===== src/snm_pkg.sv =====
// ----------------------------------------------------------------------------
// Short name mangler package
// Shared types, constants and byte helpers for the 8.3 short name generator.
// ----------------------------------------------------------------------------
package snm_pkg;

  localparam int unsigned BaseChars = 8;
  localparam int unsigned ExtChars  = 3;

  localparam logic [15:0] HashSeed  = 16'hf00f;
  localparam logic [7:0]  ChDot     = 8'h2e;
  localparam logic [7:0]  ChTilde   = 8'h7e;
  localparam logic [7:0]  ChUscore  = 8'h5f;
  localparam logic [7:0]  ChLowA    = 8'h61;
  localparam logic [7:0]  ChLowZ    = 8'h7a;
  localparam logic [7:0]  ChUpA     = 8'h41;
  localparam logic [7:0]  ChZero    = 8'h30;
  localparam logic [7:0]  CaseDelta = 8'h20;
  localparam logic [7:0]  CountMax  = 8'hff;

  // One finished name, handed from the front end to the emitter.
  typedef struct packed {
    logic [BaseChars-1:0][7:0] base;
    logic [ExtChars-1:0][7:0]  ext;
    logic [1:0]                ext_cnt;
    logic [3:0]                base_cnt;   // stored base bytes that are emitted
    logic [3:0]                base_len;   // base section length, 8 when hashed
    logic [3:0]                out_cnt;    // total bytes of the short name
    logic                      dot_name;
    logic                      needs_hash;
    logic [14:0]               hash;
  } rec_t;

  function automatic logic [15:0] mix(input logic [15:0] h);
    mix = {h[12:0], 3'b000} ^ {5'b00000, h[15:5]};
  endfunction

  function automatic logic [7:0] fold(input logic [7:0] c, input logic en);
    if (en && c >= ChLowA && c <= ChLowZ) begin
      fold = c - CaseDelta;
    end else begin
      fold = c;
    end
  endfunction

  // Letters A to Z, then digits 0 to 5.
  function automatic logic [7:0] hash_letter(input logic [4:0] idx);
    if (idx < 5'd26) begin
      hash_letter = ChUpA + {3'b000, idx};
    end else begin
      hash_letter = ChZero + {3'b000, idx - 5'd26};
    end
  endfunction

endpackage


===== src/short_name_8_3_mangler.sv =====
// The record of a name is registered in the record queue as its final name
// byte is accepted; its bytes then follow one per cycle while pop is held.
// Throughput: one name byte per cycle unless full; names yield 1 to 12 items.
// Full rises while two finished names wait in the record queue; every input
// item then waits until the emitter has sent the last byte of the oldest one.
// Reset: no names pending, per-name state cleared, case folding on.
// ----------------------------------------------------------------------------
// Short name mangler top level
// Builds 8.3 short names from long names arriving one byte per item.
// ----------------------------------------------------------------------------
module short_name_8_3_mangler (
  input  logic       clk_i,
  input  logic       rst_ni,
  input  logic       push,
  output logic       full,
  input  logic [7:0] name_byte_i,
  input  logic       name_end_i,
  output logic       empty,
  input  logic       pop,
  output logic [7:0] short_byte_o,
  output logic       short_last_o,
  input  logic       cfg_valid_i,
  output logic       cfg_ready_o,
  input  logic       cfg_data_i
);

  logic          fold_q;
  logic          accept;
  logic          rec_push;
  logic          rec_pop;
  logic          q_empty;
  snm_pkg::rec_t rec_in;
  snm_pkg::rec_t rec_head;

  assign cfg_ready_o = 1'b1;
  assign accept      = push && !full;
  assign empty       = q_empty;

  always_ff @(posedge clk_i or negedge rst_ni) begin
    if (!rst_ni) begin
      fold_q <= 1'b1;
    end else if (cfg_valid_i && cfg_ready_o) begin
      fold_q <= cfg_data_i;
    end
  end

  snm_front u_front (
    .clk_i       (clk_i),
    .rst_ni      (rst_ni),
    .accept_i    (accept),
    .name_byte_i (name_byte_i),
    .name_end_i  (name_end_i),
    .rec_push_o  (rec_push),
    .rec_o       (rec_in)
  );

  snm_queue u_queue (
    .clk_i     (clk_i),
    .rst_ni    (rst_ni),
    .wr_en_i   (rec_push),
    .wr_data_i (rec_in),
    .full_o    (full),
    .rd_en_i   (rec_pop),
    .rd_data_o (rec_head),
    .empty_o   (q_empty)
  );

  snm_back u_back (
    .clk_i        (clk_i),
    .rst_ni       (rst_ni),
    .fold_i       (fold_q),
    .rec_i        (rec_head),
    .rec_valid_i  (!q_empty),
    .rec_pop_o    (rec_pop),
    .pop          (pop),
    .short_byte_o (short_byte_o),
    .short_last_o (short_last_o)
  );

endmodule


===== src/snm_front.sv =====
// ----------------------------------------------------------------------------
// Short name mangler front end
// Takes name bytes, tracks length, dots, stored bytes and the hash, and
// classifies the finished name into a record for the emitter.
// ----------------------------------------------------------------------------
module snm_front (
  input  logic                clk_i,
  input  logic                rst_ni,
  input  logic                accept_i,
  input  logic [7:0]          name_byte_i,
  input  logic                name_end_i,
  output logic                rec_push_o,
  output snm_pkg::rec_t       rec_o
);

  logic [7:0]  count_q, count_d;
  logic [7:0]  last_q, last_d;
  logic [7:0]  first_q, first_d;
  logic        dot_seen_q, dot_seen_d;
  logic [15:0] hash_q, hash_d;
  logic [7:0]  prior_q, prior_d;
  logic [1:0]  ext_cnt_q, ext_cnt_d;
  logic [snm_pkg::BaseChars-1:0][7:0] base_q, base_d;
  logic [snm_pkg::ExtChars-1:0][7:0]  ext_q, ext_d;

  logic [15:0] hash_run;
  logic [15:0] hash_fin;
  logic        has_dot;
  logic        long_name;
  logic [3:0]  base_cnt;
  logic [3:0]  base_len;
  logic        needs_hash;
  logic        dot_name;
  logic        end_item;

  always_comb begin
    count_d    = count_q;
    last_d     = last_q;
    first_d    = first_q;
    dot_seen_d = dot_seen_q;
    prior_d    = prior_q;
    ext_cnt_d  = ext_cnt_q;
    base_d     = base_q;
    ext_d      = ext_q;

    if (count_q != 8'd0) begin
      hash_run = snm_pkg::mix(hash_q) ^ {8'h00, prior_q} ^ {name_byte_i, 8'h00};
    end else begin
      hash_run = hash_q;
    end

    if (count_q < 8'(snm_pkg::BaseChars)) begin
      base_d[count_q[2:0]] = name_byte_i;
    end
    if (name_byte_i == snm_pkg::ChDot) begin
      if (!dot_seen_q) begin
        first_d = count_q;
      end
      last_d     = count_q;
      dot_seen_d = 1'b1;
      ext_cnt_d  = 2'd0;
    end else if (dot_seen_q && ext_cnt_q < 2'(snm_pkg::ExtChars)) begin
      ext_d[ext_cnt_q] = name_byte_i;
      ext_cnt_d        = ext_cnt_q + 2'd1;
    end
    prior_d = name_byte_i;
    if (count_q != snm_pkg::CountMax) begin
      count_d = count_q + 8'd1;
    end
    hash_fin = snm_pkg::mix(hash_run) ^ {8'h00, name_byte_i};

    // Classification of the name as it stands after this byte.
    has_dot = dot_seen_d && (last_d != 8'd0);
    if (has_dot) begin
      base_cnt = (last_d < 8'd8) ? last_d[3:0] : 4'd8;
    end else begin
      base_cnt = (count_d < 8'd8) ? count_d[3:0] : 4'd8;
    end
    long_name = (count_d > 8'd12)
              || (has_dot && (last_d > 8'd8 || (count_d - last_d) > 8'd4))
              || (!has_dot && count_d > 8'd8);
    // A dot among the emitted base bytes turns into an underscore; the first
    // dot is the earliest one, so comparing its place is enough.
    needs_hash = long_name || (dot_seen_d && first_d < {4'd0, base_cnt});
    base_len   = needs_hash ? 4'd8 : base_cnt;
    dot_name   = (base_d[0] == snm_pkg::ChDot)
              && (count_d == 8'd1 || (count_d == 8'd2 && base_d[1] == snm_pkg::ChDot));

    rec_o.base       = base_d;
    rec_o.ext        = ext_d;
    rec_o.ext_cnt    = ext_cnt_d;
    rec_o.base_cnt   = base_cnt;
    rec_o.base_len   = base_len;
    rec_o.dot_name   = dot_name;
    rec_o.needs_hash = needs_hash;
    rec_o.hash       = hash_fin[14:0];
    if (dot_name) begin
      rec_o.out_cnt = count_d[3:0];
    end else if (has_dot) begin
      rec_o.out_cnt = base_len + 4'd1 + {2'b00, ext_cnt_d};
    end else begin
      rec_o.out_cnt = base_len;
    end

    end_item   = accept_i && name_end_i;
    rec_push_o = end_item;

    if (end_item) begin
      count_d    = 8'd0;
      last_d     = 8'd0;
      first_d    = 8'd0;
      dot_seen_d = 1'b0;
      prior_d    = 8'd0;
      ext_cnt_d  = 2'd0;
      hash_d     = snm_pkg::HashSeed;
    end else begin
      hash_d = hash_run;
    end
  end

  always_ff @(posedge clk_i or negedge rst_ni) begin
    if (!rst_ni) begin
      count_q    <= 8'd0;
      last_q     <= 8'd0;
      first_q    <= 8'd0;
      dot_seen_q <= 1'b0;
      hash_q     <= snm_pkg::HashSeed;
      prior_q    <= 8'd0;
      ext_cnt_q  <= 2'd0;
    end else if (accept_i) begin
      count_q    <= count_d;
      last_q     <= last_d;
      first_q    <= first_d;
      dot_seen_q <= dot_seen_d;
      hash_q     <= hash_d;
      prior_q    <= prior_d;
      ext_cnt_q  <= ext_cnt_d;
    end
  end

  always_ff @(posedge clk_i) begin
    if (accept_i) begin
      base_q <= base_d;
      ext_q  <= ext_d;
    end
  end

  // Between names the hash must sit at its seed.
  assert property (@(posedge clk_i) disable iff (!rst_ni)
    count_q == 8'd0 |-> hash_q == snm_pkg::HashSeed)
    else $error("front: hash not at seed at the start of a name");

  // No extension bytes can be gathered before a dot has been seen.
  assert property (@(posedge clk_i) disable iff (!rst_ni)
    !dot_seen_q |-> ext_cnt_q == 2'd0)
    else $error("front: extension bytes without a dot");

endmodule


===== src/snm_queue.sv =====
// ----------------------------------------------------------------------------
// Short name mangler record queue
// Two-entry queue of finished name records between front end and emitter.
// ----------------------------------------------------------------------------
module snm_queue (
  input  logic          clk_i,
  input  logic          rst_ni,
  input  logic          wr_en_i,
  input  snm_pkg::rec_t wr_data_i,
  output logic          full_o,
  input  logic          rd_en_i,
  output snm_pkg::rec_t rd_data_o,
  output logic          empty_o
);

  snm_pkg::rec_t mem_q [2];
  logic          wr_ptr_q, rd_ptr_q;
  logic [1:0]    count_q;

  assign full_o    = (count_q == 2'd2);
  assign empty_o   = (count_q == 2'd0);
  assign rd_data_o = mem_q[rd_ptr_q];

  always_ff @(posedge clk_i) begin
    if (wr_en_i) begin
      mem_q[wr_ptr_q] <= wr_data_i;
    end
  end

  always_ff @(posedge clk_i or negedge rst_ni) begin
    if (!rst_ni) begin
      wr_ptr_q <= 1'b0;
      rd_ptr_q <= 1'b0;
      count_q  <= 2'd0;
    end else begin
      if (wr_en_i) begin
        wr_ptr_q <= ~wr_ptr_q;
      end
      if (rd_en_i) begin
        rd_ptr_q <= ~rd_ptr_q;
      end
      case ({wr_en_i, rd_en_i})
        2'b10:   count_q <= count_q + 2'd1;
        2'b01:   count_q <= count_q - 2'd1;
        default: count_q <= count_q;
      endcase
    end
  end

  assert property (@(posedge clk_i) disable iff (!rst_ni)
    count_q != 2'd3)
    else $error("queue: count beyond depth");

  assert property (@(posedge clk_i) disable iff (!rst_ni)
    rd_en_i |-> !empty_o)
    else $error("queue: read from an empty queue");

endmodule


===== src/snm_back.sv =====
// ----------------------------------------------------------------------------
// Short name mangler emitter
// Walks the record at the queue head and produces one short name byte per
// accepted result item.
// ----------------------------------------------------------------------------
module snm_back (
  input  logic          clk_i,
  input  logic          rst_ni,
  input  logic          fold_i,
  input  snm_pkg::rec_t rec_i,
  input  logic          rec_valid_i,
  output logic          rec_pop_o,
  input  logic          pop,
  output logic [7:0]    short_byte_o,
  output logic          short_last_o
);

  logic [3:0] idx_q, idx_d;
  logic [3:0] ext_off;
  logic [7:0] stored;
  logic       take;

  always_comb begin
    ext_off = idx_q - rec_i.base_len - 4'd1;
    stored  = rec_i.base[idx_q[2:0]];

    if (rec_i.dot_name) begin
      short_byte_o = snm_pkg::ChDot;
    end else if (idx_q < rec_i.base_len) begin
      if (rec_i.needs_hash && idx_q >= 4'd4) begin
        unique case (idx_q[1:0])
          2'd0:    short_byte_o = snm_pkg::ChTilde;
          2'd1:    short_byte_o = snm_pkg::hash_letter(rec_i.hash[14:10]);
          2'd2:    short_byte_o = snm_pkg::hash_letter(rec_i.hash[9:5]);
          default: short_byte_o = snm_pkg::hash_letter(rec_i.hash[4:0]);
        endcase
      end else if (idx_q < rec_i.base_cnt) begin
        short_byte_o = (stored == snm_pkg::ChDot) ? snm_pkg::ChUscore
                                                  : snm_pkg::fold(stored, fold_i);
      end else begin
        short_byte_o = snm_pkg::ChTilde;
      end
    end else if (idx_q == rec_i.base_len) begin
      short_byte_o = snm_pkg::ChDot;
    end else begin
      short_byte_o = snm_pkg::fold(rec_i.ext[ext_off[1:0]], fold_i);
    end

    short_last_o = (idx_q == rec_i.out_cnt - 4'd1);
    take         = pop && rec_valid_i;
    rec_pop_o    = take && short_last_o;

    if (rec_pop_o) begin
      idx_d = 4'd0;
    end else if (take) begin
      idx_d = idx_q + 4'd1;
    end else begin
      idx_d = idx_q;
    end
  end

  always_ff @(posedge clk_i or negedge rst_ni) begin
    if (!rst_ni) begin
      idx_q <= 4'd0;
    end else begin
      idx_q <= idx_d;
    end
  end

  assert property (@(posedge clk_i) disable iff (!rst_ni)
    rec_valid_i |-> (idx_q < rec_i.out_cnt && rec_i.out_cnt <= 4'd12))
    else $error("back: byte index outside the short name");

  assert property (@(posedge clk_i) disable iff (!rst_ni)
    !rec_valid_i |-> idx_q == 4'd0)
    else $error("back: index left over with no record waiting");

endmodule


===== config.mk =====
export PLATFORM = sky130hd
export DESIGN_NAME = short_name_8_3_mangler
export DESIGN_NICKNAME = d
export VERILOG_FILES = /design/src/snm_pkg.sv /design/src/short_name_8_3_mangler.sv /design/src/snm_front.sv /design/src/snm_queue.sv /design/src/snm_back.sv
export SDC_FILE = /design/constraint.sdc
export NUM_CORES = 1
export LEC_CHECK = 0
export BUFFER_PORTS_ARGS = -buffer_cell sky130_fd_sc_hd__buf_2
export CORE_UTILIZATION = 55
export CTS_BUF_LIST = sky130_fd_sc_hd__clkbuf_8
export DETAILED_ROUTE_END_ITERATION = 8
export HOLD_SLACK_MARGIN = 0.1
export PLACE_DENSITY = 0.71
export SYNTH_ARGS = -nofsm -noshare
export SYNTH_HDL_FRONTEND = slang
export SYNTH_HIERARCHICAL = 1
export SYNTH_SLANG_ARGS = --single-unit

===== constraint.sdc =====
create_clock -name clk_i -period 31.8 [get_ports clk_i]
set_input_delay 1.59 -clock clk_i [delete_from_list [all_inputs] [get_ports clk_i]]
set_output_delay 1.59 -clock clk_i [all_outputs]
set_load 0.05 [all_outputs]

==> run metrics, run 1 <==
syn nets=around 1.4k; routed length per instance=22.7 um; Synth warnings=6; min-delay worst type=reg -> reg; Critical Path Start Type=flip-flop; Setup crit end kind=primary output; Longest Clk Path Bufs=3; Syn Area/Cell=~14 um2; final hold viol count=0; Die Ht=188 um; # clock sinks=382; MaxCap Viol Count=0; CTS resizes=0; num rows=67; clk_lat worst skew=roughly 0.63 ns; setup total negative slack=0 ns; Peak Freq=0.139 GHz; final RePlAce weighted congestion=a little over 0.9; Design Power=between 2 and 2.5 mW; status=complete, no violations; drt pass-1 iters=5; hpwl dp=~27000 um; RSZ-0062 raised after global routing=no; Die W=roughly 190 um; Critical Path RT=30.21 ns; Synth Cell Area=0.0190 mm2; Initial Util=0.562; clock buffer count from CTS=60; vias per cell=around 6; initial antenna violation count=1; Final ANT Viol Nets=0; static leakage=around 7.4 nW; final setup violation count=0; full die area=approximately 0.035 mm2; Final period util=0.227; area growth from synthesis to layout=7.61%; 1st-iter DRT viols=between 700 and 800; Peak VDD IR=approximately 0.080 mV; IO Pins=27; H-tree levels=2; layout cell share with drive strength beyond 1=0.279; root buf cell=clkbuf_8; final setup skew=approximately 0.025 ns; crit path max fanout=69; diode count=0; Worst-Margin Slew=approximately 1.1 ns; total gr overflow=0; global-route wire length before repair=~65000 um; Cell Pwr Density=just under 100 mW/mm2; Multi-input gate area=approximately 0.0071 mm2; Setup CP Type=reg -> out; post-route DRC violation count=0; Slew headroom=0.246; GR Util All Layers=0.245; Routed WL=about 42000 um; Reg area=0.0112 mm2; fillcell total=between 2k and 3k; Final Max Slew Viols=0; CP arrival=roughly 5.6 ns; largest net degree at the start of global routing=78; CTS tree=built; core footprint=0.0338 mm2; hold_buf cts=0; Nets=roughly 1.4k; Vias=around 11k; vias in the first global route=around 11k; Worst-path clk slew=around 0.060 ns; min Tclk post-route=approximately 7.2 ns; Synth Instances=~1.4k; Post-CTS Setup Repair Bufs=0; PortBufs=25
==> final timing paths <==
kind	start	endpoint	slack (ns)	cells after the start
setup / recovery	u_queue/rd_ptr_q	short_byte_o[6]	24.59	10
hold / removal	u_queue/count_q[1]	u_queue/count_q[1]	0.50	1
setup reg to reg	u_front/count_q[3]	u_queue/mem_q[0][19]	26.08	18
hold reg to reg	u_queue/count_q[1]	u_queue/count_q[1]	0.50	1
max in group asynchronous	rst_ni	u_queue/rd_ptr_q	29.97	2
min in group asynchronous	rst_ni	u_front/count_q[1]	1.17	2
==> cell type report <==
type | instances | share of cell area
Clock inverter | 42 | 0.0120
Tap cell | 448 | 0.0274
Timing Repair Buffer | 39 | 0.0113
Clock buffer | 64 | 0.0431
Sequential cell | 382 | 0.547
Multi-Input combinational cell | 838 | 0.349
Inverter | 55 | 0.0107
==> registers in the layout, indices dropped and copies added, names as in the netlist, 2 cells and up <==
name and flops:
u_front/prior_q 8, u_front/hash_q 16, u_front/ext_q 24, u_front/last_q 8, u_queue/mem_q 234, u_front/first_q 8
u_front/base_q 64, u_front/ext_cnt_q 2, u_queue/count_q 2, u_front/count_q 8, u_back/idx_q 4
==> report_power, final <==
part           switching (mW)  internal, mW  total (mW)
sequential             0.0537         0.717       0.770
combinational           0.506         0.340       0.846
clock                   0.187         0.202       0.389
==> routing by layer <==
metal,part of all wire,global-route usage,vias up
li1,-,-,5183
met1,0.43,0.333,5621
met2,0.49,0.405,378
met3,0.052,0.0367,74
met4,0.026,0.0801,0
met5,0,0,-
==> critical path: stages, from the launching register on <==
cell       delay (ns)
dfrtp_4          0.91
buf_4            0.89
mux2_2           0.42
mux4_2           0.46
mux2i_1          0.59
nand3_1          0.24
nor3_1           0.39
nor2_1           0.15
a2111oi_0        0.45
a22o_1           0.20
buf_2            0.26
==> layout by cell type (no fill, tap or decap), types with 4 or more instances in the layout <==
master and n:
a211oi_1 5, o2bb2ai_1 10, dfrtp_1 50, edfxtp_1 322, o22a_1 8, dfstp_2 9
o21ai_0 41, nand2_1 49, o22ai_1 10, buf_2 25, mux2_2 215, o21ai_1 5
nand2b_1 7, a22o_1 14, nand4_1 9, clkinv_2 8, or2_2 7, xnor2_1 56
a31oi_1 11, nor2_1 64, inv_1 72, mux2i_1 23, nor3_1 17, nand3b_1 11
ha_1 39, nand4b_1 4, a21oi_1 43, and3_1 6, a21o_1 8, nor4_1 5
buf_4 14, o21a_1 10, nand3_1 30, mux4_2 16, clkbuf_8 64, o31ai_1 5
nor2b_1 6, xor2_1 13, and2_1 8, clkinv_1 11
==> stage by stage <==
| stage | instances | setup WS [ns] | instance area [um2] | util | hold WS (ns) |
|---|---|---|---|---|---|
| after floorplan | 1352 | 20.19 | 19000 | - | 0.456 |
| after global placement | 1762 | 25.06 | 19300 | 0.572 | 0.475 |
| after detailed placement | 1762 | 24.88 | 19300 | 0.572 | 0.488 |
| after CTS | 1868 | 24.59 | 20400 | 0.605 | 0.507 |
| after global routing | 1868 | 24.28 | 20400 | 0.605 | 0.517 |
| final | 1868 | 24.59 | 20400 | 0.605 | 0.504 |
Power figures use the tool's default switching activity.
==> run 2, diff against run 1 <==
--- a/config.mk
+++ b/config.mk
@@ -5,12 +5,13 @@
 export SDC_FILE = /design/constraint.sdc
 export NUM_CORES = 1
 export LEC_CHECK = 0
+export ABC_AREA = 1
 export BUFFER_PORTS_ARGS = -buffer_cell sky130_fd_sc_hd__buf_2
 export CORE_UTILIZATION = 55
 export CTS_BUF_LIST = sky130_fd_sc_hd__clkbuf_8
 export DETAILED_ROUTE_END_ITERATION = 8
 export HOLD_SLACK_MARGIN = 0.1
-export PLACE_DENSITY = 0.71
+export PLACE_DENSITY = 0.74
 export SYNTH_ARGS = -nofsm -noshare
 export SYNTH_HDL_FRONTEND = slang
 export SYNTH_HIERARCHICAL = 1
==> constraint.sdc (replaced) <==
create_clock -name clk_i -period 6.2 [get_ports clk_i]
set_input_delay 0.31 -clock clk_i [delete_from_list [all_inputs] [get_ports clk_i]]
set_output_delay 0.31 -clock clk_i [all_outputs]
set_load 0.05 [all_outputs]
==> run 2 against run 1 <==
  * Sequential power grew to 5.3 times the previous value
  * Count of clock-buffer cells in the layout is 6 higher
  * Clock power grew to 5.7 times the previous value
  * Wire length is 6.6% higher
  * Cell count is 37% higher
  * Largest power group unchanged
==> run metrics, run 2 <==
Die Ht=189 um (was 188 um); switching fraction of total power=0.425 (was 0.372); Critical Path Start Type=flip-flop (unchanged); num rows=68 (was 67); final setup violation count=0 (unchanged); Routed WL=45300 um (was 42500 um); Combinational Power Share=0.425 (was 0.422); Design Power=10.9 mW (was 2.00 mW); Synth warnings=6 (unchanged); status=complete, no violations (unchanged); CTS resizes=0 (unchanged); clk_lat worst skew=0.64 ns (was 0.63 ns); largest net degree at the start of global routing=77 (was 78); RSZ-0062 raised after global routing=no (unchanged); PortBufs=25 (unchanged); Setup crit end kind=primary output (unchanged); total gr overflow=0 (unchanged); routed length per instance=17.7 um (was 22.7 um); hold_buf cts=7 (was 0); Regs by FF count=u_queue/mem_q x234, u_front/base_q x64, u_front/ext_q x24 (unchanged); Critical Path RT=5.89 ns (was 30.21 ns); root buf cell=clkbuf_8 (unchanged); GR Util All Layers=0.262 (was 0.245); CTS tree=built (unchanged); Inst Count DP=2433 (was 1762); Longest Clk Path Bufs=3 (unchanged); Switch Pwr=4.65 mW (was 0.747 mW); Peak Freq=approximately 0.20 GHz; Final Max Slew Viols=0 (unchanged); syn nets=2077 (was 1408); Worst-Margin Slew=1.09 ns (was 1.12 ns); final RePlAce weighted congestion=0.945 (was 0.906); Vias=14.1k (was 11.3k); full die area=0.0358 mm2 (was 0.0353 mm2); area growth from synthesis to layout=8.64% (was 7.61%); min-delay worst type=in -> reg (was reg -> reg); Final ANT Viol Nets=0 (unchanged); worst path cell trace=buf_4 -> nand2_1 -> o21ai_0 -> inv_1 -> ha_1 -> nor2_1 -> inv_1 -> a21oi_1 -> o21ai_0 -> nand3_1 -> a31oi_1 -> a211oi_1 -> buf_2 (was buf_4 -> mux2_2 -> mux4_2 -> mux2i_1 -> nand3_1 -> nor3_1 -> nor2_1 -> a2111oi_0 -> a22o_1 -> buf_2); clock buffer count from CTS=61 (was 60); CP arrival=4.66 ns (was 5.62 ns); CP max stage delay=0.88 ns (was 0.91 ns); critical path's slowest cell=dfrtp_4 (unchanged); initial antenna violation count=0 (was 1); setup total negative slack=0 ns (unchanged); core footprint=0.0345 mm2 (was 0.0338 mm2); Initial Util=0.559 (was 0.562); Synth Instances=2021 (was 1352); Nets=2104 (was 1432); Synth Cell Area=0.0193 mm2 (was 0.0190 mm2); Syn Area/Cell=9.53 um2 (was 14.1 um2); IO Pins=27 (unchanged); Cell Pwr Density=522 mW/mm2 (was 98.0 mW/mm2); layout cell share with drive strength beyond 1=0.107 (was 0.279); drt pass-1 iters=5 (unchanged); H-tree levels=2 (unchanged); diode count=0 (unchanged); min Tclk post-route=4.97 ns; Worst-path clk slew=0.06 ns (about the same); vias per cell=5.51 (was 6.03); post-route DRC violation count=0 (unchanged); vias in the first global route=13.6k (was 11.3k); Placement Setup Slack=1.53 ns (was 24.88 ns); Post-CTS Setup Repair Bufs=0 (unchanged); most frequent cells in the layout=502 x nand2_1, 322 x edfxtp_1, 303 x inv_1 (was 322 x edfxtp_1, 215 x mux2_2, 72 x inv_1); Final period util=0.801; final setup skew=0.0196 ns (was 0.0254 ns); MaxCap Viol Count=0 (unchanged); Peak VDD IR=0.348 mV (was 0.0798 mV); Min Hold Slack=0.169 ns (was 0.504 ns); Die W=189 um (was 188 um); P_int=6.28 mW (was 1.26 mW); # clock sinks=382 (unchanged); final worst setup slack=1.23 ns (was 24.59 ns); final hold viol count=0 (unchanged); Final Core Density=0.607 (was 0.605); crit path max fanout=74 (was 69); Largest register FFs=234 (unchanged); Setup CP Type=reg -> out (unchanged); static leakage=9.08 nW (was 7.39 nW); global-route wire length before repair=72700 um (was 65500 um); Final Instance Area=0.0209 mm2 (was 0.0204 mm2); Clock Power Share=0.202 (was 0.194); Final Non-Filler Cells=2556 (was 1868); Post-DP Area=0.0196 mm2 (was 0.0193 mm2); 1st-iter DRT viols=1479 (was 764); Reg power frac=0.373 (was 0.384); hpwl dp=29400 um (was 26800 um); commonest non-fill, non-tap cell in the layout=nand2_1 (was edfxtp_1); largest register by flop count=u_queue/mem_q (unchanged); Slew headroom=0.273 (was 0.246)
## run 2: power groups by stage
stage,sequential (mW),clock (mW),combinational [mW]
6_report,4.07,2.21,4.64
5_1_grt,4.13,2.36,5.16
4_1_cts,4.07,2.25,4.59
3_5_place_dp,4.12,0,4.56
3_3_place_gp,4.09,0,4.42
2_1_floorplan,3.97,0,3.57
## run 2: layer usage
| layer | up-vias | wire length, um | global-route usage |
|---|---|---|---|
| met4 | 0 | 1380 | 0.0986 |
| li1 | 6752 | - | - |
| met2 | 551 | 21800 | 0.439 |
| met1 | 6675 | 18800 | 0.348 |
| met5 | - | 0 | 0 |
| met3 | 93 | 3290 | 0.0332 |
## run 2: worst max-delay path, delay by kind of cell (launching register included)
kind / cells / cell delay, ns
AOI/OAI and AO/OA: 5 / 1.11
adders and majority gates: 1 / 0.25
buffers and inverters: 4 / 1.21
DFF: 1 / 0.88
and+or+nand+nor: 3 / 0.56
## run 2: layout make-up
cell class / count / area, um2
inverter: 306 / 1170
tap: 455 / 569
clock inverter: 46 / 313
multi-input combinational: 1250 / 6410
fill: 2919 / 13500
sequential: 382 / 11200
clock buffer: 70 / 963
timing repair buffer: 47 / 308
## run 2: worst paths after layout
path                                     from              endpoint  slack (ns)  cells after the start
max                          u_queue/rd_ptr_q       short_byte_o[0]        1.23                     13
min in group asynchronous              rst_ni    u_front/first_q[7]        0.40                      3
min                            name_byte_i[4]    u_front/prior_q[4]        0.17                      3
max reg2reg                u_front/count_q[0]  u_queue/mem_q[1][18]        1.42                     24
max in group asynchronous              rst_ni      u_queue/rd_ptr_q        5.16                      3
min reg2reg                u_front/first_q[5]    u_front/first_q[5]        0.49                      2
==> run 3, diff against run 2 <==
--- a/config.mk
+++ b/config.mk
@@ -11,7 +11,7 @@
 export CTS_BUF_LIST = sky130_fd_sc_hd__clkbuf_8
 export DETAILED_ROUTE_END_ITERATION = 8
 export HOLD_SLACK_MARGIN = 0.1
-export PLACE_DENSITY = 0.74
+export PLACE_DENSITY = 0.71
 export SYNTH_ARGS = -nofsm -noshare
 export SYNTH_HDL_FRONTEND = slang
 export SYNTH_HIERARCHICAL = 1
==> constraint.sdc (replaced) <==
create_clock -name clk_i -period 4.6 [get_ports clk_i]
set_input_delay 0.23 -clock clk_i [delete_from_list [all_inputs] [get_ports clk_i]]
set_output_delay 0.23 -clock clk_i [all_outputs]
set_load 0.05 [all_outputs]
==> run 3 against run 2 <==
  * Setup slack lost 0.96 ns
  * Sequential share of layout area down 0.070 points
  * Flip-flop and latch count unchanged
  * Core utilization grew 0.087 points
  * Wire length down 0.41%
  * Register-to-register slack worse by 1.0 ns
  * Sequential power increased by 35%
==> run metrics, run 3 (synthesis gave the netlist of run 2 again) <==
Largest register FFs=234 (unchanged); num rows=68 (unchanged); largest register by flop count=u_queue/mem_q (unchanged); clk_lat worst skew=0.63 ns (was 0.64 ns); core footprint=0.0345 mm2 (unchanged); status=complete, no violations (unchanged); Longest Clk Path Bufs=3 (unchanged); Reg area=0.0112 mm2 (about the same); Setup CP Type=reg -> out (unchanged); Nets=2118 (was 2104); Final ANT Viol Nets=0 (unchanged); Routed WL=45100 um (was 45300 um); drt pass-1 iters=6 (was 5); grt met2 use=0.433 (was 0.439); total gr overflow=0 (unchanged); Design Power=14.5 mW (was 10.9 mW); M3 GR Usage=0.0404 (was 0.0332); CTS tree=built (unchanged); Regs by FF count=u_queue/mem_q x234, u_front/base_q x64, u_front/ext_q x24 (unchanged); setup total negative slack=0 ns (unchanged); MaxCap Viol Count=0 (unchanged); hpwl dp=29500 um (was 29400 um); root buf cell=clkbuf_8 (unchanged); min Tclk post-route=~4.3 ns; initial antenna violation count=1 (was 0); IO Pins=27 (unchanged); fillcell total=2929 (was 2919); 1st-iter DRT viols=1331 (was 1479); Die Ht=189 um (unchanged); largest net degree at the start of global routing=74 (was 77); min-delay worst type=in -> reg (unchanged); Initial Util=0.559 (unchanged); Worst-Margin Slew=1.09 ns (about the same); crit path max fanout=50 (was 74); Worst-path clk slew=0.06 ns (about the same); GRT met1 Usage=0.343 (was 0.348); vias per cell=5.40 (was 5.51); Multi-input gate area=0.00642 mm2 (was 0.00641 mm2); most frequent cells in the layout=502 x nand2_1, 322 x edfxtp_1, 301 x inv_1 (was 502 x nand2_1, 322 x edfxtp_1, 303 x inv_1); Post-DP Area=0.0197 mm2 (was 0.0196 mm2); H-tree levels=2 (unchanged); final setup skew=0.0164 ns (was 0.0196 ns); Placement Setup Slack=0.296 ns (was 1.53 ns); Final Max Slew Viols=0 (unchanged); area growth from synthesis to layout=8.79% (was 8.64%); final RePlAce weighted congestion=0.878 (was 0.945); Vias=13.9k (was 14.1k); Peak VDD IR=0.357 mV (was 0.348 mV); Peak Freq=~0.23 GHz; final hold viol count=0 (unchanged); routed length per instance=17.5 um (was 17.7 um); full die area=0.0358 mm2 (unchanged); Setup crit end kind=primary output (unchanged); static leakage=9.07 nW (was 9.08 nW); Final Instance Area=0.0209 mm2 (about the same); post-route DRC violation count=0 (unchanged); layout cell share with drive strength beyond 1=0.107 (about the same); final setup violation count=0 (unchanged); GR Util All Layers=0.261 (was 0.262); Critical Path Start Type=flip-flop (unchanged); CP arrival=4.10 ns (was 4.66 ns); # clock sinks=382 (unchanged); Final Non-Filler Cells=2571 (was 2556); global-route wire length before repair=71900 um (was 72700 um); Die W=189 um (unchanged); PortBufs=25 (unchanged); clock buffer count from CTS=61 (unchanged); Final period util=0.941; gr busiest metal=met2 (unchanged); commonest non-fill, non-tap cell in the layout=nand2_1 (unchanged); Inst Count DP=2445 (was 2433); final worst setup slack=0.270 ns (was 1.23 ns); Cell Pwr Density=694 mW/mm2 (was 522 mW/mm2); Slew headroom=0.270 (was 0.273); RSZ-0062 raised after global routing=no (unchanged); Critical Path RT=4.37 ns (was 5.89 ns); vias in the first global route=13.4k (was 13.6k)
## run 3: changes by cell type in the layout (fill, tap and decap cells not counted), moves of 3 or more
cell / change
buf_4: +12
clkbuf_8: -6
clkinv_1: +16
clkinv_2: -8
inv_2: +3
o21ai_0: -4
o21ai_1: +4
## run 3: layout make-up
cell class / count / area share
clock inverters: 52 / 0.0134
diodes: 1 / 0.000119
repair buffers: 61 / 0.0209
flip-flops and latches: 382 / 0.534
multi-input cells: 1250 / 0.306
well taps: 455 / 0.0272
inverters: 306 / 0.0557
clock buffers: 64 / 0.0421
## run 3: path summary, 6_finish.rpt
path,cells past startpoint,endpoint,slack (ns),startpoint
setup / recovery,13,short_byte_o[5],0.27,u_queue/rd_ptr_q
hold / removal,5,u_front/hash_q[14],0.14,name_byte_i[6]
setup reg to reg,24,u_queue/mem_q[1][18],0.37,u_front/count_q[1]
hold reg to reg,2,u_front/first_q[3],0.49,u_front/first_q[3]
max in group asynchronous,3,u_front/hash_q[3],3.27,rst_ni
min in group asynchronous,2,u_front/last_q[0],0.34,rst_ni
## run 3: timing repair
item                                    4_1_cts  5_1_grt
gates resized for setup                       0        6
endpoints found under the setup margin        0        5
buffers inserted                              0        2
hold buffers                                  7        0
endpoints found under the hold margin        44        0
## run 3: through the flow
step | util | hold slack (ns)
after floorplan | - | -0.0656
after global placement | 0.571 | 0.425
after detailed placement | 0.571 | 0.435
after CTS | 0.607 | 0.111
after global routing | 0.608 | 0.159
final | 0.608 | 0.141
## run 3: where the power goes
group / switching [mW] / internal [mW] / total, mW
registers: 0.431 / 5.05 / 5.48
clock network: 1.32 / 1.41 / 2.73
logic: 4.46 / 1.86 / 6.31
total: 6.21 / 8.32 / 14.5
## run 3: worst max-delay path, cell delays in order, from the launching register on
cell and delay [ns]:
dfrtp_4 0.75, buf_4 0.41, nand2_1 0.09, o21ai_1 0.24
inv_1 0.10, ha_1 0.21, nor2_1 0.36, o21ai_0 0.25
nand2_1 0.13, o21ai_0 0.10, a21oi_1 0.24, nand2_1 0.16
o211ai_1 0.12, buf_2 0.30
## run 3: routing by layer
metal | up-vias | wire [um]
li1 | 6774 | -
met1 | 6539 | 19300
met2 | 473 | 21400
met3 | 94 | 2850
met4 | 0 | 1570
met5 | - | 0
